**src/rtl/core/assert_macros.svh**
```systemverilog
// ----------------------------------------------------------------------------
// assertion macros
// shared concurrent check forms for the rtl
// ----------------------------------------------------------------------------
`ifndef ASSERT_MACROS_SVH
`define ASSERT_MACROS_SVH

// same-cycle implication
`define ASSERT_IMPLIES(label, clk, rst_n, ante, cons) \
    label: assert property (@(posedge clk) disable iff (!rst_n) (ante) |-> (cons)) \
        else $error("same-cycle implication failed");

// next-cycle implication
`define ASSERT_NEXT(label, clk, rst_n, ante, cons) \
    label: assert property (@(posedge clk) disable iff (!rst_n) (ante) |=> (cons)) \
        else $error("next-cycle implication failed");

`endif

```
**src/rtl/core/pasm_pkg.sv**
```systemverilog
// ----------------------------------------------------------------------------
// pasm_pkg
// widths, fixed-point constants and beat types of the stability meter
// ----------------------------------------------------------------------------
package pasm_pkg;

    localparam int SAMPLE_W       = 12;
    localparam int SPG_W          = 8;
    localparam int MEAS_W         = 12;
    localparam int MV_W           = 12;
    localparam int GROUPS_DEFAULT = 5;
    localparam int TDATA_IN_W     = 16;
    localparam int TDATA_OUT_W    = 24;
    localparam int TUSER_OUT_W    = 2;

    localparam logic [SPG_W-1:0] SPG_RESET = 8'd100;
    localparam logic [MV_W-1:0]  MV_MAX    = 12'd3299;

    // floor(x/10) for x below 16384
    localparam int           DIV10_SH    = 16;
    localparam logic [12:0]  DIV10_RECIP = 13'd6554;
    // floor(x/3) for x below 32768
    localparam int           DIV3_SH     = 16;
    localparam logic [14:0]  DIV3_RECIP  = 15'd21846;
    // x * 33000 / 4096
    localparam int           SCALE_SH    = 12;
    localparam logic [15:0]  MV_SCALE    = 16'd33000;
    // floor(x/10) for 16-bit x
    localparam int           DIV10W_SH    = 19;
    localparam logic [15:0]  DIV10W_RECIP = 16'd52429;

    localparam int SUM3_W   = 14;
    localparam int QUOT10_W = 10;
    localparam int SCALED_W = 16;

    typedef struct packed {
        logic              valid;
        logic [MEAS_W-1:0] meas;
    } t_meas_beat;

    typedef struct packed {
        logic [MEAS_W-1:0] meas;
        logic              checked;
        logic              stable;
        logic [MV_W-1:0]   mv;
    } t_result;

endpackage

```
**src/rtl/core/pasm_group_acc.sv**
```systemverilog
// ----------------------------------------------------------------------------
// pasm_group_acc
// per-sample group peak tracking, peak sum over groups and mean of the peaks
// ----------------------------------------------------------------------------
module pasm_group_acc #(
    parameter int GROUPS = pasm_pkg::GROUPS_DEFAULT
) (
    input  logic                          i_clk,
    input  logic                          i_rst_n,
    input  logic                          i_en,
    input  logic                          i_valid,
    input  logic [pasm_pkg::SAMPLE_W-1:0] i_sample,
    input  logic [pasm_pkg::SPG_W-1:0]    i_spg,
    output pasm_pkg::t_meas_beat          o_beat
);
    import pasm_pkg::*;

    localparam int GIDX_W  = (GROUPS > 1) ? $clog2(GROUPS) : 1;
    localparam int SUM_W   = SAMPLE_W + GIDX_W;
    localparam int DIV_SH  = SUM_W + 4;
    localparam int RECIP_W = DIV_SH + 1;
    localparam int PROD_W  = SUM_W + RECIP_W;
    localparam logic [RECIP_W-1:0] RECIP     = RECIP_W'(((1 << DIV_SH) + GROUPS - 1) / GROUPS);
    localparam logic [GIDX_W-1:0]  GIDX_LAST = GIDX_W'(GROUPS - 1);

    logic [SAMPLE_W-1:0] r_peak;
    logic [SPG_W-1:0]    r_sidx;
    logic [GIDX_W-1:0]   r_gidx;
    logic [SUM_W-1:0]    r_sum;
    logic                r_a_valid;
    logic [SUM_W-1:0]    r_a_sum;
    logic                r_b_valid;
    logic [MEAS_W-1:0]   r_b_meas;

    logic [SAMPLE_W-1:0] n_peak;
    logic                group_end;
    logic                meas_end;
    logic [SUM_W-1:0]    sum_now;
    logic [PROD_W-1:0]   prod;

    assign n_peak    = (r_sidx == '0 || i_sample > r_peak) ? i_sample : r_peak;
    assign group_end = ((SPG_W+1)'(r_sidx) + (SPG_W+1)'(1)) >= (SPG_W+1)'(i_spg);
    assign meas_end  = group_end && (r_gidx == GIDX_LAST);
    assign sum_now   = r_sum + SUM_W'(n_peak);
    assign prod      = PROD_W'(r_a_sum) * PROD_W'(RECIP);

    always_ff @(posedge i_clk) begin
        if (!i_rst_n) begin
            r_peak    <= '0;
            r_sidx    <= '0;
            r_gidx    <= '0;
            r_sum     <= '0;
            r_a_valid <= 1'b0;
            r_b_valid <= 1'b0;
        end else if (i_en) begin
            r_a_valid <= i_valid && meas_end;
            r_b_valid <= r_a_valid;
            if (i_valid) begin
                if (!group_end) begin
                    r_peak <= n_peak;
                    r_sidx <= r_sidx + SPG_W'(1);
                end else begin
                    r_peak <= '0;
                    r_sidx <= '0;
                    if (meas_end) begin
                        r_gidx <= '0;
                        r_sum  <= '0;
                    end else begin
                        r_gidx <= r_gidx + GIDX_W'(1);
                        r_sum  <= sum_now;
                    end
                end
            end
        end
    end

    always_ff @(posedge i_clk) begin
        if (i_en) begin
            r_a_sum  <= sum_now;
            r_b_meas <= prod[DIV_SH +: MEAS_W];
        end
    end

    assign o_beat.valid = r_b_valid;
    assign o_beat.meas  = r_b_meas;

endmodule

```
**src/rtl/core/pasm_window.sv**
```systemverilog
// ----------------------------------------------------------------------------
// pasm_window
// triple collection, ten percent stability check and millivolt scaling
// ----------------------------------------------------------------------------
module pasm_window (
    input  logic                 i_clk,
    input  logic                 i_rst_n,
    input  logic                 i_en,
    input  pasm_pkg::t_meas_beat i_beat,
    output logic                 o_valid,
    output pasm_pkg::t_result    o_result
);
    import pasm_pkg::*;

    localparam logic [1:0] FILL_LAST = 2'd2;

    logic [MEAS_W-1:0]   r_m0;
    logic [MEAS_W-1:0]   r_m1;
    logic [1:0]          r_fill;
    logic                r_c_valid;
    logic [MEAS_W-1:0]   r_c_meas;
    logic                r_c_checked;
    logic                r_c_stable;
    logic [MEAS_W-1:0]   r_c_mean;
    logic                r_d_valid;
    logic [MEAS_W-1:0]   r_d_meas;
    logic                r_d_checked;
    logic                r_d_stable;
    logic [SCALED_W-1:0] r_d_scaled;
    logic [MV_W-1:0]     r_acc_mv;

    logic [MEAS_W-1:0]   m3;
    logic [MEAS_W:0]     m3_p9;
    logic [25:0]         prod_up;
    logic [25:0]         prod_dn;
    logic [QUOT10_W-1:0] q_up;
    logic [QUOT10_W-1:0] q_dn;
    logic [MEAS_W:0]     lim_up;
    logic [MEAS_W-1:0]   lim_dn;
    logic                tol0;
    logic                tol1;
    logic                last;
    logic [SUM3_W-1:0]   sum3;
    logic [28:0]         prod3;
    logic [27:0]         prod_sc;
    logic [30:0]         prod_mv;
    logic [MV_W-1:0]     mv_new;

    assign m3      = i_beat.meas;
    assign m3_p9   = (MEAS_W+1)'(m3) + (MEAS_W+1)'(9);
    assign prod_up = 26'(m3) * 26'(DIV10_RECIP);
    assign prod_dn = 26'(m3_p9) * 26'(DIV10_RECIP);
    assign q_up    = prod_up[DIV10_SH +: QUOT10_W];
    assign q_dn    = prod_dn[DIV10_SH +: QUOT10_W];
    assign lim_up  = (MEAS_W+1)'(m3) + (MEAS_W+1)'(q_up);
    assign lim_dn  = m3 - MEAS_W'(q_dn);
    assign tol0    = (r_m0 >= lim_dn) && ((MEAS_W+1)'(r_m0) <= lim_up);
    assign tol1    = (r_m1 >= lim_dn) && ((MEAS_W+1)'(r_m1) <= lim_up);
    assign last    = (r_fill == FILL_LAST);
    assign sum3    = SUM3_W'(r_m0) + SUM3_W'(r_m1) + SUM3_W'(m3);
    assign prod3   = 29'(sum3) * 29'(DIV3_RECIP);
    assign prod_sc = 28'(r_c_mean) * 28'(MV_SCALE);
    assign prod_mv = 31'(r_d_scaled) * 31'(DIV10W_RECIP);
    assign mv_new  = prod_mv[DIV10W_SH +: MV_W];

    always_ff @(posedge i_clk) begin
        if (!i_rst_n) begin
            r_m0      <= '0;
            r_m1      <= '0;
            r_fill    <= '0;
            r_c_valid <= 1'b0;
            r_d_valid <= 1'b0;
            r_acc_mv  <= '0;
        end else if (i_en) begin
            r_c_valid <= i_beat.valid;
            r_d_valid <= r_c_valid;
            if (i_beat.valid) begin
                if (last) begin
                    r_fill <= '0;
                end else begin
                    r_fill <= r_fill + 2'd1;
                    if (r_fill == 2'd0) begin
                        r_m0 <= m3;
                    end else begin
                        r_m1 <= m3;
                    end
                end
            end
            if (r_d_valid && r_d_stable) begin
                r_acc_mv <= mv_new;
            end
        end
    end

    always_ff @(posedge i_clk) begin
        if (i_en) begin
            r_c_meas    <= m3;
            r_c_checked <= last;
            r_c_stable  <= last && tol0 && tol1;
            r_c_mean    <= prod3[DIV3_SH +: MEAS_W];
            r_d_meas    <= r_c_meas;
            r_d_checked <= r_c_checked;
            r_d_stable  <= r_c_stable;
            r_d_scaled  <= prod_sc[SCALE_SH +: SCALED_W];
        end
    end

    assign o_valid          = r_d_valid;
    assign o_result.meas    = r_d_meas;
    assign o_result.checked = r_d_checked;
    assign o_result.stable  = r_d_stable;
    assign o_result.mv      = r_d_stable ? mv_new : r_acc_mv;

endmodule

```
**src/rtl/core/peak_amplitude_stability_meter.sv**
```systemverilog
// ----------------------------------------------------------------------------
// peak_amplitude_stability_meter
// group peak averaging of adc samples with a three-measurement stability check
// ----------------------------------------------------------------------------
// s_axis carries one 12-bit sample per beat in tdata[11:0]. every
// samples_per_group samples close a group, every GROUPS groups close a
// measurement, and each measurement gives one m_axis beat: tdata holds the
// measurement and the accepted millivolt level, tuser the window-checked and
// stable flags. samples produce no beat otherwise.
// the cfg channel writes samples_per_group at any time the block is idle;
// o_cfg_ready is always high.
// one sample is taken every cycle while s_axis_tready is high. a result goes
// from the beat of the sample that closed its measurement to m_axis_tvalid
// through one register each for the group accumulate, the divide by GROUPS,
// the window check and the millivolt scaling, then the output register.
// the output has a register plus a one-beat skid; while the skid holds a beat
// s_axis_tready is low and the whole pipeline holds, so a stalled receiver
// loses nothing.
// reset clears all counters, the collected triple and the level to zero and
// sets samples_per_group to 100.
// ----------------------------------------------------------------------------
`include "assert_macros.svh"

module peak_amplitude_stability_meter #(
    parameter int GROUPS = pasm_pkg::GROUPS_DEFAULT
) (
    input  logic                             i_clk,
    input  logic                             i_rst_n,
    input  logic                             s_axis_tvalid,
    output logic                             s_axis_tready,
    input  logic [pasm_pkg::TDATA_IN_W-1:0]  s_axis_tdata,   // sample
    output logic                             m_axis_tvalid,
    input  logic                             m_axis_tready,
    output logic [pasm_pkg::TDATA_OUT_W-1:0] m_axis_tdata,   // measurement, millivolts
    output logic [pasm_pkg::TUSER_OUT_W-1:0] m_axis_tuser,   // window_checked, stable
    input  logic                             i_cfg_valid,
    output logic                             o_cfg_ready,
    input  logic [pasm_pkg::SPG_W-1:0]       i_cfg_data
);
    import pasm_pkg::*;

    logic [SPG_W-1:0] r_spg;
    logic             r_out_valid;
    logic             r_skid_valid;
    t_result          r_out;
    t_result          r_skid;

    logic       en;
    logic       new_valid;
    logic       out_taken;
    logic       win_valid;
    t_meas_beat meas_beat;
    t_result    win_result;

    assign o_cfg_ready = 1'b1;
    assign en          = !r_skid_valid;
    assign new_valid   = win_valid && en;
    assign out_taken   = r_out_valid && m_axis_tready;

    always_ff @(posedge i_clk) begin
        if (!i_rst_n) begin
            r_spg <= SPG_RESET;
        end else if (i_cfg_valid && o_cfg_ready) begin
            r_spg <= i_cfg_data;
        end
    end

    pasm_group_acc #(
        .GROUPS (GROUPS)
    ) u_group_acc (
        .i_clk    (i_clk),
        .i_rst_n  (i_rst_n),
        .i_en     (en),
        .i_valid  (s_axis_tvalid),
        .i_sample (s_axis_tdata[SAMPLE_W-1:0]),
        .i_spg    (r_spg),
        .o_beat   (meas_beat)
    );

    pasm_window u_window (
        .i_clk    (i_clk),
        .i_rst_n  (i_rst_n),
        .i_en     (en),
        .i_beat   (meas_beat),
        .o_valid  (win_valid),
        .o_result (win_result)
    );

    // output register with one-beat skid
    always_ff @(posedge i_clk) begin
        if (!i_rst_n) begin
            r_out_valid  <= 1'b0;
            r_skid_valid <= 1'b0;
        end else if (out_taken) begin
            if (r_skid_valid) begin
                r_skid_valid <= 1'b0;
            end else begin
                r_out_valid <= new_valid;
            end
        end else if (!r_out_valid) begin
            r_out_valid <= new_valid;
        end else if (new_valid) begin
            r_skid_valid <= 1'b1;
        end
    end

    always_ff @(posedge i_clk) begin
        if (out_taken) begin
            if (r_skid_valid) begin
                r_out <= r_skid;
            end else if (new_valid) begin
                r_out <= win_result;
            end
        end else if (!r_out_valid && new_valid) begin
            r_out <= win_result;
        end
        if (r_out_valid && !m_axis_tready && new_valid) begin
            r_skid <= win_result;
        end
    end

    assign s_axis_tready = en;
    assign m_axis_tvalid = r_out_valid;
    assign m_axis_tdata  = {r_out.mv, r_out.meas};
    assign m_axis_tuser  = {r_out.stable, r_out.checked};

    `ASSERT_IMPLIES(a_stable_needs_check, i_clk, i_rst_n, m_axis_tvalid && m_axis_tuser[1], m_axis_tuser[0])
    `ASSERT_IMPLIES(a_mv_in_range, i_clk, i_rst_n, m_axis_tvalid, m_axis_tdata[TDATA_OUT_W-1:MEAS_W] <= MV_MAX)
    `ASSERT_IMPLIES(a_skid_behind_out, i_clk, i_rst_n, r_skid_valid, r_out_valid)
    `ASSERT_NEXT(a_skid_drains, i_clk, i_rst_n, r_skid_valid && m_axis_tready, r_out_valid && !r_skid_valid)

endmodule

```
**config.mk**
```make
export PLATFORM = sky130hd
export DESIGN_NAME = peak_amplitude_stability_meter
export DESIGN_NICKNAME = d
export VERILOG_FILES = /design/src/rtl/core/pasm_pkg.sv /design/src/rtl/core/pasm_group_acc.sv /design/src/rtl/core/pasm_window.sv /design/src/rtl/core/peak_amplitude_stability_meter.sv
export VERILOG_INCLUDE_DIRS = /design/src /design/src/rtl/core
export SDC_FILE = /design/constraint.sdc
export NUM_CORES = 2
export LEC_CHECK = 0
export BUFFER_PORTS_ARGS = -buffer_cell sky130_fd_sc_hd__buf_2
export CORE_ASPECT_RATIO = 0.8
export CORE_UTILIZATION = 45
export DETAILED_ROUTE_END_ITERATION = 6
export PLACE_DENSITY = 0.58
export SLEW_MARGIN = 20
export SYNTH_ARGS = -nofsm -noshare
export SYNTH_HDL_FRONTEND = slang
export SYNTH_HIERARCHICAL = 1
export SYNTH_SLANG_ARGS = --single-unit
```
**constraint.sdc**
```tcl
create_clock -name i_clk -period 25.6 [get_ports i_clk]
set_clock_uncertainty 0.15 [all_clocks]
set_input_delay 6.4 -clock i_clk [delete_from_list [all_inputs] [get_ports i_clk]]
set_output_delay 6.4 -clock i_clk [all_outputs]
set_load 0.05 [all_outputs]
```
==> impl_metrics.json <==
{
  "status": "finished, final reports clean",
  "die_area_sq_um": 67200,
  "cts_setup_buffers": 0,
  "min_period_ns": 10.30,
  "gp_congestion": 0.900,
  "grt_start_max_net_pins": 88,
  "synth_commonest_cells": "676 x ha_1, 582 x inv_1, 307 x fa_1, 149 x nand2_1, 135 x edfxtp_1",
  "tritoncts": "built",
  "yosysMostFrequentCell": "ha_1",
  "maxSlewHeadroom": 0.310,
  "postPlaceCellArea_sq_um": 31000,
  "syn_area_per_cell_sq_um": 10.4,
  "numCtsBuffers": 27,
  "synth_area_leaders": "ha_1 28%, fa_1 21%, edfxtp_1 14%",
  "grt_overflow": 0,
  "htree_levels": 1,
  "die_w_um": 290,
  "slew_violations": 0,
  "wire_per_inst_um": 16.1,
  "clk-insertion-delay-late_ns": 0.57,
  "start_util": 0.460,
  "timing_worst_slew_pin_value_ns": 1.03,
  "firstDrtPassIters": 5,
  "cts_hold_buffers": 0,
  "tns_ns": 0,
  "post_cts_resized": 0,
  "syn_nets": 3884,
  "viasPerCell": 5.18,
  "rows": 83,
  "crit_required_ns": 25.89,
  "yosysWarnings": 6,
  "clock-sinks": 225,
  "crit_arrival_ns": 10.59,
  "async_flop_share": 0,
  "synth-edff-count": 135,
  "ys_ff_latch": 225,
  "grt_pass1_wl_um": 104000,
  "setup_viol": 0,
  "postLayoutCellArea_sq_um": 31800,
  "vias": 19700,
  "netlist.area_leader.share": 0.284,
  "dp_hpwl_um": 51200,
  "grt_pass1_vias": 20600,
  "syn_inst": 2872,
  "antenna_cells": 0,
  "cp-end-kind": "flop",
  "syn_area_sq_um": 29800,
  "synth_ff_type": "edfxtp_1",
  "cts.clk_slew.worst_paths_ns": 0.06,
  "synth.distinct_cells": 87,
  "antenna_found_initial": 0,
  "portBuffers": 52,
  "drt_iter0_markers": 898,
  "max_freq_mhz": 97.1,
  "path_class": "in -> reg",
  "wirelength_um": 61300,
  "crit_fanout": 19,
  "grt_usage": 0.191,
  "yosysSeqAreaShare": 0.197,
  "rsz0062_at_grt": "no",
  "coreArea_sq_um": 64800,
  "min_path_type": "reg -> reg",
  "area_growth_pct": 6.94,
  "max_cap_viol_count": 0,
  "cts_buffer_depth": 3,
  "yosys.area.top_type": "ha_1",
  "hold_viol_final": 0,
  "dieHeight_um": 232,
  "clock-root-buffer": "clkbuf_16",
  "ant_nets": 0,
  "drive_above_1_share": 0.0587,
  "ios": 58,
  "nNetsFinal": 3939,
  "post-route-drc-count": 0,
  "startpoint_type": "input pin",
  "fin_crit_sh": 0.402
}
placed cells by master (no fill, tap or decap), types with 11 or more instances in the layout:
cell type,count
nor2b_1,34
mux2_2,18
inv_1,581
nand3_1,33
a21o_1,50
o21a_1,35
nand4_1,17
dfxtp_1,90
nand2b_1,15
nor3_1,30
buf_4,16
a32o_1,14
fa_1,307
a21oi_1,83
mux2_4,20
and3_1,21
o21ai_0,64
xnor2_1,95
a21boi_0,54
a211oi_1,14
edfxtp_1,135
xor2_1,47
nand2_1,149
buf_2,52
nor2_1,76
ha_1,676
clkbuf_16,28
o21bai_1,11
metal layers:
metal	up-vias	track usage	wire, um
li1	9803	-	-
met1	9587	0.289	32100
met2	246	0.296	26400
met3	56	0.0194	1790
met4	0	0.0327	986
met5	-	0	0
cell families after synthesis:
| group | after synthesis | share of synthesized area |
|---|---|---|
| other cells | 1 | 0.000126 |
| fa+ha+maj | 985 | 0.491 |
| simple gates | 431 | 0.0710 |
| mux | 48 | 0.0203 |
| xor+xnor | 142 | 0.0418 |
| flops | 225 | 0.197 |
| compound gates | 416 | 0.0979 |
| buf+inv | 624 | 0.0813 |
per-stage QoR:
step	worst slack [ns]	instances	hold WS, ns	utilization
2_1_floorplan	15.69	2872	0.250	-
3_3_place_gp	14.87	3748	0.254	0.478
3_5_place_dp	14.84	3748	0.255	0.478
4_1_cts	15.43	3798	0.269	0.491
5_1_grt	15.08	3798	0.272	0.491
6_report	15.30	3798	0.268	0.491
worst max-delay path, cell delays in order:
cell and delay (ns):
buf_2 0.12, ha_1 0.31, nand2_1 0.06, o21a_1 0.18, o21ai_1 0.12, a211oi_1 0.08
a22oi_2 0.62, mux2_2 0.31, ha_1 0.19, inv_1 0.06, fa_1 0.41, nor2b_1 0.17
o31a_1 0.20, nor4_1 0.10, o31ai_1 0.50, o2111ai_1 0.25, and4_1 0.25, a311o_1 0.26
final timing paths:
path | start | endpoint | slack, ns | depth (start not counted)
min | u_window/r_c_meas[10]$_DFFE_PP_ | u_window/r_d_meas[10]$_DFFE_PP_ | 0.27 | 0
max reg2reg | u_group_acc/r_b_meas[7]$_DFFE_PP_ | u_window/r_c_stable$_DFFE_PP_ | 16.04 | 31
max | s_axis_tdata[7] | u_group_acc/r_sum[14]$_SDFFE_PN0P_ | 15.30 | 18
min reg2reg | u_window/r_c_meas[10]$_DFFE_PP_ | u_window/r_d_meas[10]$_DFFE_PP_ | 0.27 | 0
area by class of cell:
class / instances / area (sq um)
flip-flops and latches: 225 / 5860
fillers: 6014 / 33000
clock buffers: 35 / 727
inverters: 582 / 2190
multi-input cells: 2023 / 21500
repair buffers: 68 / 380
well taps: 850 / 1060
clock inverters: 15 / 125
flip-flops by register name, summed over array words and instances (netlist names), 2 cells and up:
register / cells
u_window/r_m0: 12
u_group_acc/r_sidx: 8
m_axis_tdata: 24
r_skid: 26
u_group_acc/r_sum: 15
u_window/r_d_meas: 12
u_window/r_acc_mv: 12
r_spg: 8
u_group_acc/r_peak: 12
u_group_acc/r_b_meas: 12
u_group_acc/r_gidx: 3
u_window/r_m1: 12
u_window/r_c_meas: 12
u_group_acc/r_a_sum: 15
u_window/r_d_scaled: 16
m_axis_tuser: 2
u_window/r_fill: 2
u_window/r_c_mean: 12
Power is left out: the tool's default activity adds up to more than one toggle a clock period on the data nets, which glitch-free logic cannot reach.
